[config.mk]
export PLATFORM = sky130hd
export DESIGN_NAME = firp_cell
export DESIGN_NICKNAME = d
export VERILOG_FILES = /design/src/rtl/core/firp_pkg.sv /design/src/rtl/core/firp_cell.sv
export SDC_FILE = /design/constraint.sdc
export NUM_CORES = 1
export LEC_CHECK = 0
export ABC_AREA = 1
export BUFFER_PORTS_ARGS = -buffer_cell sky130_fd_sc_hd__buf_2
export CAP_MARGIN = 30
export CORE_MARGIN = 2
export CORE_UTILIZATION = 40
export DETAILED_ROUTE_END_ITERATION = 12
export PLACE_DENSITY = 0.78
export SYNTH_ARGS = -nofsm -noshare
export SYNTH_HDL_FRONTEND = slang
export SYNTH_SLANG_ARGS = --single-unit
export TNS_END_PERCENT = 20
[constraint.sdc]
create_clock -name clock -period 3 [get_ports clock]
set_input_delay 0.3 -clock clock [delete_from_list [all_inputs] [get_ports clock]]
set_output_delay 0.3 -clock clock [all_outputs]
set_load 0.01 [all_outputs]
[src/rtl/core/firp_pkg.sv]
// ----------------------------------------------------------------------------
// firp_pkg
// Shared sizes and control types of the programmable FIR filter.
// ----------------------------------------------------------------------------
package firp_pkg;

   // Filter dimensions.
   localparam int MAX_TAPS        = 64;
   localparam int SAMPLE_WIDTH    = 16;
   localparam int COEF_WIDTH      = 16;

   // Fixed field widths of the ports.
   localparam int OUT_WIDTH       = 38;
   localparam int CFG_WIDTH       = 7;
   localparam int TAP_INDEX_WIDTH = 6;

   // Derived widths.
   localparam int IDX_WIDTH  = (MAX_TAPS > 1) ? $clog2(MAX_TAPS) : 1;
   localparam int TAPS_WIDTH = $clog2(MAX_TAPS + 1);
   localparam int PROD_WIDTH = SAMPLE_WIDTH + COEF_WIDTH;

   // Command that every cell of the tap chain sees.
   typedef struct packed {
      logic                       shift;
      logic                       rotate;
      logic                       load;
      logic [TAP_INDEX_WIDTH-1:0] load_index;
   } cell_ctrl_type;

   // Command to the multiply-accumulate unit.
   typedef struct packed {
      logic clear;
      logic take;
   } mac_ctrl_type;

endpackage

[src/rtl/core/firp_cell.sv]
// ----------------------------------------------------------------------------
// firp_cell
// One tap of the filter: a delayed sample and its coefficient.
// ----------------------------------------------------------------------------
module firp_cell (
   input  logic                                    clock,
   input  logic                                    reset,
   input  firp_pkg::cell_ctrl_type                 ctrl,
   input  logic [firp_pkg::IDX_WIDTH-1:0]          cell_index,
   input  logic signed [firp_pkg::COEF_WIDTH-1:0]  coef_wdata,
   input  logic signed [firp_pkg::SAMPLE_WIDTH-1:0] prev_sample,
   input  logic signed [firp_pkg::SAMPLE_WIDTH-1:0] next_sample,
   input  logic signed [firp_pkg::COEF_WIDTH-1:0]  next_coef,
   output logic signed [firp_pkg::SAMPLE_WIDTH-1:0] sample_q,
   output logic signed [firp_pkg::COEF_WIDTH-1:0]  coef_q
);

   logic signed [firp_pkg::SAMPLE_WIDTH-1:0] sample_ff;
   logic signed [firp_pkg::SAMPLE_WIDTH-1:0] sample_in;
   logic signed [firp_pkg::COEF_WIDTH-1:0]   coef_ff;
   logic signed [firp_pkg::COEF_WIDTH-1:0]   coef_in;
   logic                                     hit;

   // This cell is the target of a coefficient write.
   assign hit = (32'(ctrl.load_index) == 32'(cell_index));

   // Shift takes the newer neighbor's sample, rotate takes the next cell's pair, a load on a hit takes coef_wdata.
   always_comb begin
      sample_in = sample_ff;
      coef_in   = coef_ff;
      priority if (ctrl.shift) begin
         sample_in = prev_sample;
      end else if (ctrl.rotate) begin
         sample_in = next_sample;
         coef_in   = next_coef;
      end else if (ctrl.load && hit) begin
         coef_in = coef_wdata;
      end
   end

   always_ff @(posedge clock) begin
      if (reset) begin
         sample_ff <= '0;
         coef_ff   <= '0;
      end else begin
         sample_ff <= sample_in;
         coef_ff   <= coef_in;
      end
   end

   assign sample_q = sample_ff;
   assign coef_q   = coef_ff;

endmodule

; Word level (Yosys, flattened, before mapping)
; Cells that the tools add are included.
[totals]
reg_bits = 32
latch_bits = 0
mem_bits_rw = 0
mem_bits_ro = 0
inputBits = 81
word_cells = 12
memories = 0
[op_classes]
add_sub_neg = 0
n_mul = 0
div_mod_pow = 0
order_cmp = 0
eq_ne = 1
n_shift = 0
n_mux = 4
bitwise_logic = 1
reduce_logical = 4
[ops]
columns = op, n
row1 = 16-bit 2-to-1 mux, 4
row2 = 6-bit == test, 1
row3 = 2-bit nonzero test, 2
row4 = 2-bit AND reduction, 1
row5 = 1-bit logical AND, 1
row6 = 1-bit NOT, 1

; Depth between registers and ports, before layout
[logic_depth]
word_depth = 4
mapped_depth = 10
mapped_depth_nobuf = 9

; Worst setup path before layout
; Ideal clock, no wire load.
[synth_timing]
path_type = input to register
startpoint = in ctrl[6] (netlist name)
endpoint = reg coef_ff (netlist bit coef_q[10])
arrival_ps = 1066
slack_ps = 1819
cell_stages = 7
path_buffers = 1
path_cell_list = a21boi_1 nand3_1 o21bai_4 buf_4 nand3_1 nand2_1 nor2_1
[synth_via]
elab_chain_cells = 3
[synth_rtl]
columns = item, line_no
row1 = start: declaration, firp_cell.sv:8  ; input firp_pkg::cell_ctrl_type ctrl,
row2 = 1-bit logical AND, firp_cell.sv:36  ; end else if (ctrl.load && hit) begin
row3 = 2-bit nonzero test (no line), n/a
row4 = 2-bit AND reduction (no line), n/a
row5 = end signal: assignment, firp_cell.sv:47  ; coef_ff <= coef_in;
row6 = end: declaration, firp_cell.sv:20  ; logic signed [firp_pkg::COEF_WIDTH-1:0] coef_ff;
; No other way between the ends.
; A chain may end at the register's enable or synchronous reset.

; Worst setup path after layout
[layout_timing]
startpoint = in ctrl[7] (netlist name)
endpoint = reg sample_ff (netlist bit sample_q[15])
[layout_via]
elab_chain_cells = 1
[layout_rtl]
columns = item, line_no
row1 = 2-bit nonzero test (no line), n/a
row2 = end signal: assignment, firp_cell.sv:46  ; sample_ff <= sample_in;
row3 = end: declaration, firp_cell.sv:18  ; logic signed [firp_pkg::SAMPLE_WIDTH-1:0] sample_ff;
; No other way between the ends.

==> impl_metrics.csv <==
group,metric,value,unit
grt,grt_max_degree,35,
power_and_ir_drop,switching_share,26.8,%
floorplanning,core_area,3940,um^2
power_and_ir_drop,power_density,455,nW/um^2
sta,fin_ws,1.40,ns
floorplanning,io_pins,113,
yosys,synthesis.area,1620,um^2
grt,antenna_found_initial,0,
sta,hold_violations,0,
yosys,ys_seq_elements,32,
clocking,cts_setup_buffers,0,
drt,ant_nets,0,
power_and_ir_drop,p_int,0.747,mW
sta,tns,0,ns
worst_setup_path,cp.depth,5,
worst_setup_path,critPathKind,"primary input to flop",
grt,gr-total-overflow,0,
sta,rsz0062_at_grt,"false",
power_and_ir_drop,p_clk_share,32.3,%
placement,pre_cts_ws,1.08,ns
drt,wirelength,4260,um
final_layout,drive_gt1_share,38.1,%
clocking,clk_pin_slew_worst_paths,0.06,ns
sta,fin_worst_skew,0,ns
clocking,cts_tree,"done",
sta,fin_crit,1.60,ns
sta,max_slew_margin,33.4,%
final_layout,seqCellArea,641,um^2
worst_setup_path,crit_slowest_cell,"nand2_1",
final_layout,post-route-util,56.8,%
outcome,status,"complete, no violations",
drt,drc_errors,0,
drt,via_count,1828,
yosys,synth_seq_area_share,39.5,%
placement,dp_hpwl,3030,um
grt,grt_pass1_vias,1541,
floorplanning,rows,23,
worst_setup_path,r2r_start,"sample_q[15]$_SDFFE_PP0P_",
final_layout,syn_to_final_growth,38.1,%
placement,gp_congestion,0.692,
drt,first_pass_iters,4,
floorplanning,die_area,4580,um^2
worst_setup_path,critPathCapture,"sample_q[15]$_SDFFE_PP0P_",
clocking,clock_sinks,32,
clocking,ctsResizeCount,0,
worst_setup_path,reg2reg_depth,2,
floorplanning,start_util,41.2,%
grt,grt.total_usage,18.8,%
worst_setup_path,worst_setup_path_end_kind,"flop",
yosys,synth_cell_type_count,16,
worst_setup_path,start_kind,"primary input",
clocking,postCtsHoldBufs,0,
power_and_ir_drop,p_sw,0.273,mW
run,max-cap-violations,0,
sta,finalSetupViolCount,0,
final_layout,antenna_cells,0,
yosys,yosys_warnings,0,
worst_setup_path,critPathBufInv,2,
sta,max_clock_freq,626,MHz
final_layout,multi_input_area,827,um^2
floorplanning,fp.dieW,67.7,um
worst_setup_path,cp_top_family,"buffers and inverters",
worst_setup_path,worstPathRequired,3.21,ns
drt,first_iter_violations,79,
power_and_ir_drop,ir_worst_vdd,0.293,mV
worst_setup_path,critical_path_arrival,1.80,ns
clocking,cts_buffers,5,
final_layout,instances_no_fill,368,
drt,viasPerCell,4.97,
floorplanning,die_h,67.7,um
worst_setup_path,critPathMaxStageDelay,0.48,ns
sta,tightest_slew,0.998,ns
worst_setup_path,critPathMaxFanout,18,
worst_setup_path,cp-startpoint,"ctrl[7]",
clocking,root_buffer,"clkbuf_8",
clocking,htree_levels,2,
power_and_ir_drop,p_seq_share,46.4,%
sta,drv_slew,0,
final_layout,n_fill_cell,390,
clocking,clock_latency,0.27,ns
worst_setup_path,rrSetupSlack,2.33,ns
drt,wire_per_inst,11.6,um
worst_setup_path,crit_chain,"buf_2 > inv_2 > nand2_1 > o221ai_1 > nor2_1",
clocking,clk_path_buf_depth,2,
yosys,syn_nets,295,
sta,fin_crit_sh,53.2,%
yosys,syn_inst,214,
placement,dpl.cell_count,360,
hold_path,hold_path_class,"primary input to flop",
grt,grt_pass1_wl,6560,um
final_layout,final_nets,398,
power_and_ir_drop,p_comb_share,21.2,%
power_and_ir_drop,leakagePower,1.22,nW
worst_setup_path,regToRegEndpoint,"sample_q[15]$_SDFFE_PP0P_",
placement,numPortBuffers,112,
yosys,postSynthAreaPerCell,7.58,um^2
## final cells by class
type | instances | share of cell area [%]
well taps | 50 | 2.79
inverters | 14 | 2.35
repair buffers | 113 | 25.3
clock buffers | 8 | 4.02
flip-flops and latches | 32 | 28.6
multi-input cells | 151 | 36.9
## logic make-up after synthesis
group,count (synthesis),share of synthesized area [%]
multiplexers,16,9.87
flip-flops,32,39.5
buffers and inverters,31,9.56
AO/OA/AOI/OAI,34,15.2
AND/OR/NAND/NOR,101,25.9
## power by group through the flow
| stage | sequential, mW | combinational, mW | clock [mW] |
|---|---|---|---|
| finish | 0.473 | 0.217 | 0.330 |
| global route | 0.476 | 0.243 | 0.365 |
| CTS | 0.473 | 0.219 | 0.342 |
| detailed placement | 0.482 | 0.219 | 0 |
| global placement | 0.482 | 0.214 | 0 |
| floorplan | 0.497 | 0.111 | 0 |
## cell usage in the layout, fill, tap and decap left out
cell type | synthesis | layout
o21bai_4 | 1 | 1
buf_4 | 4 | 1
dfxtp_1 | 32 | 32
nand3_1 | 17 | 17
inv_2 | 1 | 1
nand2_1 | 33 | 33
buf_2 | 7 | 112
a21boi_1 | 1 | 1
clkbuf_1 | 4 | 2
inv_1 | 13 | 13
nor2_1 | 35 | 35
mux2i_1 | 16 | 16
a21oi_1 | 16 | 16
clkbuf_8 | 0 | 6
nor3_1 | 16 | 16
o221ai_1 | 16 | 16
## worst register-to-register path, stage by stage (launching register included)
cell and delay (ns):
dfxtp_1 0.34, o221ai_1 0.13, nor2_1 0.14
## state kept, by name, summed over array words and instances, names as in the netlist
| signal | flops |
|---|---|
| coef_q | 16 |
| sample_q | 16 |
## per-stage QoR
step / power [mW] / cell area, um^2 / hold WS, ns
CTS: 1.03 / 2240 / 0.244
floorplan: 0.608 / 1620 / 0.439
global placement: 0.695 / 2150 / 0.458
finish: 1.02 / 2240 / 0.254
detailed placement: 0.700 / 2150 / 0.467
global route: 1.08 / 2240 / 0.249
## cell usage after synthesis
master | n | area, um^2
mux2i_1 | 16 | 160
o221ai_1 | 16 | 140
nor3_1 | 16 | 80.1
o21bai_4 | 1 | 18.8
dfxtp_1 | 32 | 641
a21oi_1 | 16 | 80.1
clkbuf_1 | 4 | 15.0
buf_2 | 7 | 35.0
a21boi_1 | 1 | 7.51
nand2_1 | 33 | 124
buf_6 | 2 | 22.5
buf_4 | 4 | 30.0
nand3_1 | 17 | 85.1
inv_1 | 13 | 48.8
inv_2 | 1 | 3.75
nor2_1 | 35 | 131
## worst min-delay path by stage
stage,from,to,slack (ns),depth (start not counted)
2_1_floorplan,next_sample[0],sample_q[0]$_SDFFE_PP0P_,0.44,2
3_3_place_gp,coef_q[5]$_SDFFE_PP0P_,coef_q[5]$_SDFFE_PP0P_,0.46,2
3_5_place_dp,coef_q[12]$_SDFFE_PP0P_,coef_q[12]$_SDFFE_PP0P_,0.47,2
4_1_cts,next_sample[6],sample_q[6]$_SDFFE_PP0P_,0.24,3
5_1_grt,next_sample[12],sample_q[12]$_SDFFE_PP0P_,0.25,3
6_report,next_sample[6],sample_q[6]$_SDFFE_PP0P_,0.25,3
## layer usage
metal  GRT usage [%]  vias up  share of wire (%)
met5               0        -                  0
li1                -      940                  -
met2            33.3       77                 49
met4            5.61        0               0.54
met1            21.6      809                 41
met3            5.33        2                9.3
Note: power is estimated with default switching activity, not from simulation.
