**src/rtl/core/firp_pkg.sv**
```systemverilog
// ----------------------------------------------------------------------------
// firp_pkg
// Shared sizes and control types of the programmable FIR filter.
// ----------------------------------------------------------------------------
package firp_pkg;

   // Filter dimensions.
   localparam int MAX_TAPS        = 64;
   localparam int SAMPLE_WIDTH    = 16;
   localparam int COEF_WIDTH      = 16;

   // Fixed field widths of the ports.
   localparam int OUT_WIDTH       = 38;
   localparam int CFG_WIDTH       = 7;
   localparam int TAP_INDEX_WIDTH = 6;

   // Derived widths.
   localparam int IDX_WIDTH  = (MAX_TAPS > 1) ? $clog2(MAX_TAPS) : 1;
   localparam int TAPS_WIDTH = $clog2(MAX_TAPS + 1);
   localparam int PROD_WIDTH = SAMPLE_WIDTH + COEF_WIDTH;

   // Command that every cell of the tap chain sees.
   typedef struct packed {
      logic                       shift;
      logic                       rotate;
      logic                       load;
      logic [TAP_INDEX_WIDTH-1:0] load_index;
   } cell_ctrl_type;

   // Command to the multiply-accumulate unit.
   typedef struct packed {
      logic clear;
      logic take;
   } mac_ctrl_type;

endpackage

```
**src/rtl/core/firp_mac.sv**
```systemverilog
// ----------------------------------------------------------------------------
// firp_mac
// Multiply-accumulate unit at the head of the tap chain.
// ----------------------------------------------------------------------------
module firp_mac (
   input  logic                                     clock,
   input  logic                                     reset,
   input  firp_pkg::mac_ctrl_type                   ctrl,
   input  logic signed [firp_pkg::SAMPLE_WIDTH-1:0] sample,
   input  logic signed [firp_pkg::COEF_WIDTH-1:0]   coef,
   output logic signed [firp_pkg::OUT_WIDTH-1:0]    acc
);

   logic signed [firp_pkg::PROD_WIDTH-1:0] prod_ff;
   logic signed [firp_pkg::PROD_WIDTH-1:0] prod_in;
   logic                                   take_ff;
   logic                                   take_in;
   logic signed [firp_pkg::OUT_WIDTH-1:0]  acc_ff;
   logic signed [firp_pkg::OUT_WIDTH-1:0]  acc_in;

   // The product is registered, then added in the next cycle.
   always_comb begin
      prod_in = sample * coef;
      take_in = ctrl.take && !ctrl.clear;
      if (ctrl.clear) begin
         acc_in = '0;
      end else if (take_ff) begin
         acc_in = acc_ff + firp_pkg::OUT_WIDTH'(prod_ff);
      end else begin
         acc_in = acc_ff;
      end
   end

   always_ff @(posedge clock) begin
      prod_ff <= prod_in;
      if (reset) begin
         take_ff <= 1'b0;
         acc_ff  <= '0;
      end else begin
         take_ff <= take_in;
         acc_ff  <= acc_in;
      end
   end

   assign acc = acc_ff;

endmodule

```
**config.mk**
```make
export PLATFORM = sky130hd
export DESIGN_NAME = firp_mac
export DESIGN_NICKNAME = d
export VERILOG_FILES = /design/src/rtl/core/firp_pkg.sv /design/src/rtl/core/firp_mac.sv
export SDC_FILE = /design/constraint.sdc
export NUM_CORES = 1
export LEC_CHECK = 0
export BUFFER_PORTS_ARGS = -buffer_cell sky130_fd_sc_hd__buf_2
export CORE_ASPECT_RATIO = 1.4
export CORE_MARGIN = 2
export CORE_UTILIZATION = 40
export CTS_CLUSTER_SIZE = 14
export DETAILED_ROUTE_END_ITERATION = 12
export SLEW_MARGIN = 10
export SYNTH_ARGS = -nofsm -noshare
export SYNTH_HDL_FRONTEND = slang
export SYNTH_SLANG_ARGS = --single-unit
```
**constraint.sdc**
```tcl
create_clock -name clock -period 12.7 [get_ports clock]
set_input_delay 1.905 -clock clock [delete_from_list [all_inputs] [get_ports clock]]
set_output_delay 1.905 -clock clock [all_outputs]
set_load 0.01 [all_outputs]
```
# Word-level counts from Yosys, hierarchy flattened
# Cells that the tools add are included.
# word_totals
reg_bits	71
in_bits	36
elab_cells	8
# op_classes
add_sub_neg	1
mul	1
reduce_logical	3
# op_table
operator	count
38-bit by 32-bit adder with 38-bit output	1
16-bit by 16-bit multiplier with 32-bit output	1
2-bit OR reduction	1
1-bit logical AND	1
1-bit logical NOT	1

# Longest topological paths before layout
# depth
word_depth	2
ltp_mapped	24
mapped_depth_nobuf	23

# Worst setup path before layout
# Ideal clock, no wire load.
# synth_timing
kind	input to register
startpoint	in sample[15] (netlist name)
endpoint	reg prod_ff[30] (netlist name)
setup_time_ps	72
arrival_ps	7422
t_required_ps	12628
path_slack_ps	5206
stages	22
n_path_buf	1
cell_sequence	clkbuf_1 > nand2_1 > inv_1 > fa_1 > fa_1 > fa_1 > fa_1 > fa_1 > inv_1 > fa_1 > inv_1 > ha_1 > a21oi_1 > o21ai_0 > o21ai_0 > a31oi_1 > o41ai_1 > o21ai_0 > o41a_1 > a21o_1 > a21oi_1 > xnor2_1
# synth_between
elab_chain_cells	1
# synth_lines
element	line_no	rtl
from (decl)	firp_mac.sv:9	input logic signed [firp_pkg::SAMPLE_WIDTH-1:0] sample,
16-bit by 16-bit multiplier with 32-bit output	firp_mac.sv:23	prod_in = sample * coef;
net prod_in (one bit)	firp_mac.sv:15	logic signed [firp_pkg::PROD_WIDTH-1:0] prod_in;
to (signal assigned)	firp_mac.sv:35	prod_ff <= prod_in;
to (decl)	firp_mac.sv:14	logic signed [firp_pkg::PROD_WIDTH-1:0] prod_ff;
# The timed path passes the listed nets, and every way through them passes these cells.
# A chain may end at the register's enable or synchronous reset.

# Worst setup path after layout
# layout_timing
startpoint	in coef[1] (netlist name)
endpoint	reg prod_ff[30] (netlist name)
# layout_between
elab_chain_cells	1
# layout_lines
element	line_no	rtl
from (decl)	firp_mac.sv:10	input logic signed [firp_pkg::COEF_WIDTH-1:0] coef,
16-bit by 16-bit multiplier with 32-bit output	firp_mac.sv:23	
net prod_in (one bit)	firp_mac.sv:15	
# The timed path passes the listed nets, and every way through them passes these cells.

==> metrics.log <==
INFO  metric status = finished clean
INFO  metric synth-main-ff-cell = sky130_fd_sc_hd__dfxtp_1
INFO  metric grt_util_all_layers = 0.195
INFO  metric hold_depth = 2
INFO  metric area_taken_by_flip_flops_and_latches = 1420 um^2
INFO  metric area_growth_syn_to_layout = 7.82%
INFO  metric finalNonFillerCells = about 2000
INFO  metric cts_root_buf = sky130_fd_sc_hd__clkbuf_16
INFO  metric hold_wc_startpoint = acc[37]$_SDFFE_PP0P_
INFO  metric core = 33400 um^2
INFO  metric post-route-drc-count = 0
INFO  metric multi_input_area = 10900 um^2
INFO  metric dr_total_vias = approximately 10000
INFO  metric grt-ovfl-total = 0
INFO  metric synth.yosys.warnings = 0
INFO  metric critical-path-top-delay-family = adder cells
INFO  metric netlist-cell-type-count = 58
INFO  metric cts-htree-levels = 3
INFO  metric detail_route.iter0.violations = 400
INFO  metric floorplan.io_pins = 74
INFO  metric number_of_enable_type_register_cells_in_the_synthesized_netlist = 0
INFO  metric finalHoldViolations = 0
INFO  metric grt_pass1_vias = around 11000
INFO  metric clock-sinks = 71
INFO  metric cap_violations = 0
INFO  metric max-clock-path-buffers = 2
INFO  metric critical_path_class = primary input to flop
INFO  metric worst_pin_slew = between 700 and 800 ps
INFO  metric reg2reg_to = acc[37]$_SDFFE_PP0P_
INFO  metric place.gp.congestion = 0.840
INFO  metric die_h = roughly 220 um
INFO  metric floorplan.rows = 79
INFO  metric post_cts_hold_buffer_count = 0
INFO  metric fin_skew = just over 8 ps
INFO  metric final_antenna_net_count = 0
INFO  metric routed_wire_length_per_instance = ~16 um
INFO  metric initial_core_util = 0.407
INFO  metric timing.rr.start = acc[13]$_SDFFE_PP0P_
INFO  metric drv_slew = 0
INFO  metric clkSlewWorstSetupHoldPaths = about 60 ps
INFO  metric design.final.nets = ~1900
INFO  metric max_stage_delay_cell_worst_path = sky130_fd_sc_hd__fa_1
INFO  metric slew_headroom = 0.528
INFO  metric slack_of_the_worst_reg_to_reg_path = about 9600 ps
INFO  metric die-area = between 30000 and 40000 um^2
INFO  metric syn-instance-count = ~1500
INFO  metric crit_arrival = ~8000 ps
INFO  metric final.min_clock_period = between 7000 and 8000 ps
INFO  metric setup_repair_after_global_routing_missed_its_margin = false
INFO  metric totalWireLength = around 32 mm
INFO  metric hold_path_end = acc[37]$_SDFFE_PP0P_
INFO  metric hp-class = flop to flop
INFO  metric required = 12970 ps
INFO  metric fmax = between 100 and 150 MHz
INFO  metric ys_ff_latch = a little over 70
INFO  metric detail_route.vias_per_cell = 5.09
INFO  metric number_of_search_and_repair_iterations_in_the_first_detailed_routing_pass = 5
INFO  metric clkLatencyLatePin = approximately 340 ps
INFO  metric placement.io_buffers = 73
INFO  metric setup.worst_path.start_class = primary input
INFO  metric antennaDiodeCount = 0
INFO  metric r2r.worst_path.cells = 11
INFO  metric horizontal_die_dimension = ~160 um
INFO  metric tritoncts_clock_tree = done
INFO  metric mappedNetlistNets = around 1900
INFO  metric postSynth.asyncResetShare = 0
INFO  metric critical_path.max_fanout = 16
INFO  metric crit_buf_inv = 4
INFO  metric path_common_cell = sky130_fd_sc_hd__fa_1
INFO  metric dp_cells = 1958
INFO  metric post_cts_gate_resize_count = 0
INFO  metric synth_seq_area_share = 0.105
INFO  metric post_cts.repair.setup_buffers = 0
INFO  metric cpPeakStageDelay = between 700 and 800 ps
INFO  metric cts_made_buffers = 9
INFO  metric global_route_wire_length_before_repair = approximately 55 mm
INFO  metric setup_viol = 0
INFO  metric post-route-period-util = 0.605
INFO  metric n_fill_cell = roughly 3300
INFO  metric crit_path_depth = 22
INFO  metric timing.setup.tns = 0 ps
INFO  metric post-dp-hpwl = ~26 mm
INFO  metric critical_path.endpoint_type = flop
INFO  metric antenna_found_initial = 0
INFO  metric fraction_of_final_layout_cells_sized_beyond_drive_strength_1 = 0.0674
INFO  metric grt_start_max_net_pins = 42
INFO  metric critical_path.cell_chain = buf_2, nand2_1, inv_1, fa_1, fa_1, fa_1, fa_1, fa_1, inv_1, fa_1, inv_1, ha_1, a21oi_1, o21ai_0, o21ai_0, a31oi_1, o41ai_1, o21ai_0, o41a_1, a21o_1, a21oi_1, xnor2_1
INFO  metric netlist_area = 13600 um^2
INFO  metric post_synth.cell_area_avg = approximately 9.1 um^2
==> through the flow <==
step	hold slack [ps]	setup WS, ps	utilization	instance area, um^2
detailed placement	477	4720	0.429	14300
global placement	454	4800	0.429	14300
floorplan	485	5210	-	13600
CTS	477	5040	0.439	14700
global route	506	4440	0.439	14700
finish	472	5020	0.439	14700
==> state kept, by name (all words and copies together), names as in the netlist <==
name and cells:
take_ff 1, prod_ff 32, acc 38
==> cells in the mapped netlist, drive strengths merged (6+ instances only) <==
library cell  count  area share
a211oi            9      0.0053
a21o             39       0.022
a21oi            54       0.020
a31oi             9      0.0041
and2            131       0.060
and3             11      0.0051
buf               6      0.0026
clkbuf           41       0.011
dfxtp            71        0.10
fa              263        0.39
ha              119        0.11
inv             291       0.080
mux2i            28       0.021
nand2           141       0.039
nand2b           11      0.0051
nand3            11      0.0040
nand4             6      0.0028
nor2             77       0.021
nor3              7      0.0026
o21ai            37       0.014
o21bai            6      0.0033
xnor2            51       0.033
xor2             17       0.011
==> cell families (layout without fill, tap and decap cells) <==
| group | count (synthesis) | count (layout) | share of synthesized area |
|---|---|---|---|
| compound gates | 185 | 185 | 0.0895 |
| xor+xnor | 68 | 68 | 0.0438 |
| fa+ha+maj | 382 | 382 | 0.497 |
| buf+inv | 338 | 381 | 0.0943 |
| flops | 71 | 71 | 0.105 |
| mux | 29 | 29 | 0.0214 |
| simple gates | 413 | 413 | 0.150 |
==> tightest hold or removal path: stages, from the launching register on <==
cell and delay [ps]:
sky130_fd_sc_hd__dfxtp_1 320, sky130_fd_sc_hd__nand2_1 50, sky130_fd_sc_hd__mux2i_1 50
==> layer usage <==
metal  share of wire  global-route usage  wire (um)
met5               0                   0          0
met4           0.042              0.0796       1350
met3           0.022              0.0172        703
met2            0.58               0.396      18700
met1            0.35               0.201      11400
==> area by class of cell <==
cell class	instances	share of cell area
clock buffer	9	0.0154
timing repair buffer	74	0.0254
sequential	71	0.0971
clock inverter	7	0.00657
tap	445	0.0380
multi-input combinational	1077	0.743
inverter	291	0.0745
==> cell usage in the layout (no fill, tap or decap), types with 17 or more instances in the layout <==
master | netlist | final
sky130_fd_sc_hd__a21oi_1 | 52 | 52
sky130_fd_sc_hd__xnor2_1 | 51 | 51
sky130_fd_sc_hd__ha_1 | 119 | 119
sky130_fd_sc_hd__nor2_1 | 77 | 77
sky130_fd_sc_hd__inv_1 | 291 | 291
sky130_fd_sc_hd__mux2i_1 | 28 | 28
sky130_fd_sc_hd__nand2_1 | 141 | 141
sky130_fd_sc_hd__xor2_1 | 17 | 17
sky130_fd_sc_hd__and2_1 | 131 | 131
sky130_fd_sc_hd__buf_2 | 4 | 73
sky130_fd_sc_hd__fa_1 | 263 | 263
sky130_fd_sc_hd__dfxtp_1 | 71 | 70
sky130_fd_sc_hd__a21o_1 | 38 | 38
sky130_fd_sc_hd__o21ai_0 | 33 | 33
==> worst max-delay path by stage <==
stage | to | from
after floorplan | prod_ff[30]$_DFF_P_ | sample[15]
after global placement | prod_ff[30]$_DFF_P_ | sample[12]
after detailed placement | prod_ff[30]$_DFF_P_ | sample[15]
after CTS | prod_ff[30]$_DFF_P_ | sample[15]
after global routing | prod_ff[30]$_DFF_P_ | coef[1]
final | prod_ff[30]$_DFF_P_ | coef[1]
Power is left out: the tool's default activity adds up to more than one toggle a clock period on the data nets, which glitch-free logic cannot reach.
